--- src/hdl/sbpq_pkg.sv ---
// ----------------------------------------------------------------------------
// sbpq_pkg: shared types, constants and palette tables
// Source geometry, field widths, register map, request structs and the fixed
// EGA / CGA color tables used by the quantizer cells.
// ----------------------------------------------------------------------------
package sbpq_pkg;

    // Source frame geometry
    localparam int SRC_WIDTH  = 320;
    localparam int SRC_HEIGHT = 200;
    localparam int COL_W      = $clog2(SRC_WIDTH);
    localparam int ROW_W      = $clog2(SRC_HEIGHT);

    // Field widths
    localparam int COORD_W  = 12;
    localparam int SIZE_W   = 7;
    localparam int PIX_W    = 32;
    localparam int RGB_W    = 24;
    localparam int CHAN_W   = 8;
    localparam int DIST_W   = 10;
    localparam int MODE_W   = 2;
    localparam int PROD_W   = COORD_W + SIZE_W;
    localparam int MAX_FILL = 64;

    // Palette sizes; one cell per EGA entry
    localparam int EGA_N      = 16;
    localparam int CGA_N      = 4;
    localparam int CGA_IDX_W  = $clog2(CGA_N);
    localparam int NCELL      = EGA_N;
    localparam int CELL_IDX_W = $clog2(NCELL);

    // Register map (index = paddr[3:2])
    localparam int PADDR_W  = 4;
    localparam int PDATA_W  = 32;
    localparam int REG_IDX_W = 2;
    localparam logic [REG_IDX_W-1:0] REG_PALETTE_MODE = 2'd0;
    localparam logic [REG_IDX_W-1:0] REG_SCALE_ENABLE = 2'd1;
    localparam logic [REG_IDX_W-1:0] REG_DEST_WIDTH   = 2'd2;
    localparam logic [REG_IDX_W-1:0] REG_DEST_HEIGHT  = 2'd3;

    // palette_mode register codes
    localparam logic [MODE_W-1:0] PAL_MODE_OFF = 2'd0;
    localparam logic [MODE_W-1:0] PAL_MODE_EGA = 2'd1;

    // Register reset values
    localparam logic [COORD_W-1:0] DEST_WIDTH_RST  = 12'd320;
    localparam logic [COORD_W-1:0] DEST_HEIGHT_RST = 12'd200;

    // Color handling chosen for one request
    typedef enum logic [1:0] {
        QUANT_RAW = 2'd0,
        QUANT_EGA = 2'd1,
        QUANT_CGA = 2'd2
    } quant_t;

    // One fill request traveling down the cell chain
    typedef struct packed {
        logic [COORD_W-1:0] x;
        logic [COORD_W-1:0] y;
        logic [SIZE_W-1:0]  size;
        logic [PIX_W-1:0]   pixel;
        logic               frame_end;
        quant_t             quant;
    } fill_req_t;

    // Best palette match found so far
    typedef struct packed {
        logic [DIST_W-1:0] distance;
        logic [RGB_W-1:0]  color;
    } best_t;

    function automatic logic [RGB_W-1:0] ega_color(input logic [CELL_IDX_W-1:0] idx);
        logic [RGB_W-1:0] c;
        case (idx)
            4'd0:    c = 24'h000000;
            4'd1:    c = 24'h0000AA;
            4'd2:    c = 24'h00AA00;
            4'd3:    c = 24'h00AAAA;
            4'd4:    c = 24'hAA0000;
            4'd5:    c = 24'hAA00AA;
            4'd6:    c = 24'hAA5500;
            4'd7:    c = 24'hAAAAAA;
            4'd8:    c = 24'h555555;
            4'd9:    c = 24'h5555FF;
            4'd10:   c = 24'h55FF55;
            4'd11:   c = 24'h55FFFF;
            4'd12:   c = 24'hFF5555;
            4'd13:   c = 24'hFF55FF;
            4'd14:   c = 24'hFFFF55;
            4'd15:   c = 24'hFFFFFF;
            default: c = 24'h000000;
        endcase
        return c;
    endfunction

    function automatic logic [RGB_W-1:0] cga_color(input logic [CGA_IDX_W-1:0] idx);
        logic [RGB_W-1:0] c;
        case (idx)
            2'd0:    c = 24'h000000;
            2'd1:    c = 24'h55FFFF;
            2'd2:    c = 24'hFF55FF;
            2'd3:    c = 24'hFFFFFF;
            default: c = 24'h000000;
        endcase
        return c;
    endfunction

    function automatic logic [CHAN_W-1:0] abs_diff8(input logic [CHAN_W-1:0] a,
                                                    input logic [CHAN_W-1:0] b);
        return (a > b) ? (a - b) : (b - a);
    endfunction

endpackage

--- src/hdl/sbpq_cell.sv ---
// ----------------------------------------------------------------------------
// sbpq_cell: one palette compare cell
// Holds one request, measures the L1 distance from its pixel to this cell's
// palette entry and keeps the nearer of that entry and the incoming best.
// ----------------------------------------------------------------------------
module sbpq_cell
    import sbpq_pkg::*;
(
    input  logic                  clk,
    input  logic                  rst_n,
    input  logic [CELL_IDX_W-1:0] cell_index,
    input  logic                  up_valid,
    output logic                  up_ready,
    input  fill_req_t             up_req,
    input  best_t                 up_best,
    output logic                  dn_valid,
    input  logic                  dn_ready,
    output fill_req_t             dn_req,
    output best_t                 dn_best
);

    logic             valid_reg, valid_next;
    fill_req_t        req_reg;
    best_t            best_reg, best_next;
    logic             entry_en;
    logic [RGB_W-1:0] entry;
    logic [DIST_W-1:0] entry_dist;
    logic             load;

    // Palette entry this cell stands for under the request's palette
    always_comb
    begin
        entry_en = (up_req.quant == QUANT_EGA) ||
                   ((up_req.quant == QUANT_CGA) &&
                    (cell_index < CELL_IDX_W'(CGA_N)));
        entry    = (up_req.quant == QUANT_EGA) ? ega_color(cell_index)
                                               : cga_color(cell_index[CGA_IDX_W-1:0]);
    end

    // L1 distance over the three 8-bit channels
    assign entry_dist = DIST_W'(abs_diff8(up_req.pixel[23:16], entry[23:16]))
                      + DIST_W'(abs_diff8(up_req.pixel[15:8],  entry[15:8]))
                      + DIST_W'(abs_diff8(up_req.pixel[7:0],   entry[7:0]));

    // Strictly nearer wins, so the earlier entry keeps ties
    always_comb
    begin
        if (entry_en && (entry_dist < up_best.distance))
        begin
            best_next.distance = entry_dist;
            best_next.color    = entry;
        end
        else
        begin
            best_next = up_best;
        end
    end

    // Stage handshake: take a request when empty or draining
    assign up_ready   = !valid_reg || dn_ready;
    assign load       = up_valid && up_ready;
    assign valid_next = up_ready ? up_valid : valid_reg;

    always_ff @(posedge clk or negedge rst_n)
    begin
        if (!rst_n)
        begin
            valid_reg <= 1'b0;
        end
        else
        begin
            valid_reg <= valid_next;
        end
    end

    always_ff @(posedge clk)
    begin
        if (load)
        begin
            req_reg  <= up_req;
            best_reg <= best_next;
        end
    end

    assign dn_valid = valid_reg;
    assign dn_req   = req_reg;
    assign dn_best  = best_reg;

endmodule

--- config.mk ---
export PLATFORM = sky130hd
export DESIGN_NAME = sbpq_cell
export DESIGN_NICKNAME = d
export VERILOG_FILES = /design/src/hdl/sbpq_pkg.sv /design/src/hdl/sbpq_cell.sv
export SDC_FILE = /design/constraint.sdc
export NUM_CORES = 1
export LEC_CHECK = 0
export BUFFER_PORTS_ARGS = -buffer_cell sky130_fd_sc_hd__buf_2
export CORE_AREA = 4 4 145 147
export CTS_BUF_LIST = sky130_fd_sc_hd__clkbuf_4
export CTS_CLUSTER_SIZE = 28
export DETAILED_ROUTE_END_ITERATION = 10
export DIE_AREA = 0 0 149 151
export GPL_ROUTABILITY_DRIVEN = 0
export GPL_TIMING_DRIVEN = 0
export PLACE_DENSITY = 0.64
export REMOVE_ABC_BUFFERS = 1
export SLEW_MARGIN = 5
export SYNTH_ARGS = -nofsm -noshare
export SYNTH_HDL_FRONTEND = slang
export SYNTH_SLANG_ARGS = --single-unit
--- constraint.sdc ---
create_clock -name clk -period 3.85 [get_ports clk]
set_input_delay 0.9625 -clock clk [delete_from_list [all_inputs] [get_ports clk]]
set_output_delay 0.9625 -clock clk [all_outputs]
set_load 0.05 [all_outputs]
==> run metrics <==
async set-reset flop share out of synthesis=0.009901; Setup TNS Final=-86.15 ns; DR WL met2=8592 um; Non-Filler Instances=1,028; clock power share=0.092; final worst slack=-2.570 ns; die area=22,500 um^2; Vias/cell=4.706; status=finished, violations left; Syn Area/Cell=12.60 um^2; most used flip-flop cell after synthesis=edfxtp_1; sw frac=0.4156; final hold violations=0; placed inst area=7750 um^2; register area share after synthesis=0.4749; Core Box Area=19,910 um^2; row count=52; post-route cell area=8862 um^2; Yosys Warn Count=0; clock latency on the worst-skew pair=0.50 ns; antenna-violating nets left=0; wire length on met1=6744 um; Max-slew headroom=0.6633; Netlist Area Pre-Place=6376 um^2; P_leak=3.943 nW; Starting Density=0.3203; Arr. time, crit path=6.69 ns; Die X-Extent=149 um; post-synth top area share=0.4710; P&R area growth vs syn=38.99%; max layer used=met5; Yosys cell types=53; sequential cell area=3028 um^2; crit end category=flop; critical path launch point type=primary input; IO Pins=210; Tcrit/Tclk final=1.667; failing checks=negative setup slack; number of synthesized flops with an enable pin=100; routed wire length=16,810 um; min cycle time layout=6.420 ns; Comb pwr share=0.674; Sw Pwr=2.538 mW; WL/cell=16.35 um; first-pass GRT wire length=25,160 um; worst hold-check path type=primary input to asynchronous set/reset pin; Peak Freq=155.8 MHz; post-synth top area cell=edfxtp_1; Flop pwr share=0.234; Synth area leaders=edfxtp_1 (47%), ha_1 (12%), mux2_4 (6.1%), fa_1 (4.7%), inv_1 (3.6%); Syn Inst Count=506; ant diodes=0; clk buf depth=2; largest net degree at the start of global routing=68; wire length on met3=1248 um; Final Core Density=0.4451; CTS Buf Count=9; total track usage=0.1430; final slew viol count=0; Pint=3.568 mW; global route total overflow=0; fraction of layout cells with a size suffix above 1=0.5026; Max-Cap Viols=0; via count=4,838; DRC errors left=0; Final Total Pwr=6.105 mW; Filler cells=1,848; PortBufs=209; Die Y=151 um; Max FO, Critical Path=6; PwrDens=688.9 nW/um^2; Worst Max-Slew Pin Slew=0.5050 ns; clock root cell=clkbuf_4; Reg clk slew, reported paths=0.18 ns; Final Setup Violations=34; clk sink count=101; vias in the first global route=4,840; area occupied by multi-input gates=3515 um^2; RSZ-0062 raised after global routing=yes; DP Cell Count=969; cell with the most instances after synthesis=edfxtp_1; Commonest cells post-synth=edfxtp_1 (100), ha_1 (61), inv_1 (61), a21oi_1 (29), mux2_4 (26); H-tree depth=3; initial antenna violation count=1; VDD IR max=0.3359 mV; first drt pass iteration count=4; TritonCTS clock tree=built; clock skew=0.02510 ns; Crit Path Class=primary input to flop; HPWL Detailed=12,360 um; flops & latches, synth=101; nets=937; first-iteration detailed-routing DRC count=147; Critical Path RT=4.12 ns
-- final timing paths --
kind	from	cells past startpoint	to	slack, ns
setup / recovery	up_req[1]	25	dn_best[3]	-2.57
hold / removal	rst_n	1	dn_valid	0.19
setup reg to reg	dn_valid	3	dn_best[12]	2.12
hold reg to reg	dn_valid	2	dn_valid	0.56
max in group asynchronous	rst_n	1	dn_valid	3.59
min in group clk	dn_valid	2	dn_valid	0.56
-- registers in the layout (all words and copies together) (netlist names) --
| signal | cells |
|---|---|
| dn_req | 66 |
| dn_best | 34 |
| dn_valid | 1 |
-- critical path, stage by stage --
cell	delay (ns)
buf_6	0.10
nand2b_4	0.19
buf_6	0.14
a21oi_4	0.20
clkinvlp_4	0.26
fa_2	0.45
nand2b_4	0.16
a21oi_4	0.20
a41o_4	0.28
mux2_4	0.31
o221a_4	0.26
fa_1	0.49
inv_2	0.05
ha_4	0.23
inv_2	0.11
o21bai_4	0.10
or4_4	0.52
nand3_2	0.09
ha_1	0.24
a21o_1	0.18
a221o_1	0.38
a21oi_4	0.16
clkbuf_16	0.19
clkbuf_16	0.15
mux2_4	0.29
-- power by group through the flow --
| stage | registers, mW | clock network (mW) | logic, mW |
|---|---|---|---|
| floorplan | 1.90 | 0 | 1.87 |
| global placement | 1.46 | 0 | 2.87 |
| detailed placement | 1.46 | 0 | 3.00 |
| CTS | 1.43 | 0.599 | 3.75 |
| global route | 1.44 | 0.636 | 4.48 |
| finish | 1.43 | 0.562 | 4.12 |
-- per-layer routing --
metal / global-route usage / vias up
met2: 0.2541 / 161
li1: - / 2365
met5: 0 / -
met4: 0.04027 / 2
met1: 0.1734 / 2294
met3: 0.03411 / 16
-- cell families (layout without fill, tap and decap cells) --
family | count (synthesis) | in the layout | synth area share
mux | 53 | 53 | 0.1050
buf+inv | 81 | 333 | 0.05573
simple gates | 65 | 65 | 0.05475
compound gates | 114 | 114 | 0.1209
flops | 101 | 101 | 0.4749
fa+ha+maj | 76 | 76 | 0.1668
xor+xnor | 16 | 16 | 0.02198
-- area by class of cell --
| cell class | count | share of cell area |
|---|---|---|
| clock buffers | 9 | 0.007624 |
| well taps | 270 | 0.03812 |
| flip-flops and latches | 101 | 0.3417 |
| clock inverters | 7 | 0.007624 |
| multi-input cells | 324 | 0.3966 |
| repair buffers | 256 | 0.1807 |
| inverters | 61 | 0.02767 |
-- placed cells by master (no fill, tap or decap), types with 12 or more instances in the layout --
cell type and instances:
buf_2 208, edfxtp_1 100, inv_1 52, ha_1 42, buf_4 32, mux2_4 30, a21oi_1 22, a21o_1 17
nand2_1 16, mux2i_1 14, ha_4 13, a31oi_1 12, fa_1 12
-- stage by stage --
step | setup WS [ns] | hold slack (ns)
final | -2.570 | 0.1853
after global routing | -2.714 | 0.1384
after floorplan | -4.310 | 0.6669
after CTS | -2.428 | 0.1342
after global placement | -7.078 | 0.5007
after detailed placement | -4.883 | 0.5261
-- repair_timing --
item                                    in CTS  in global routing
endpoints found under the setup margin      34                 34
endpoints found under the hold margin        0                  0
hold buffers                                 0                  0
buffers inserted                            33                  7
cloned                                       1                  2
pin swaps                                   32                 25
resized for setup                           95                 22
No activity file was read; power rests on OpenSTA's default activity.
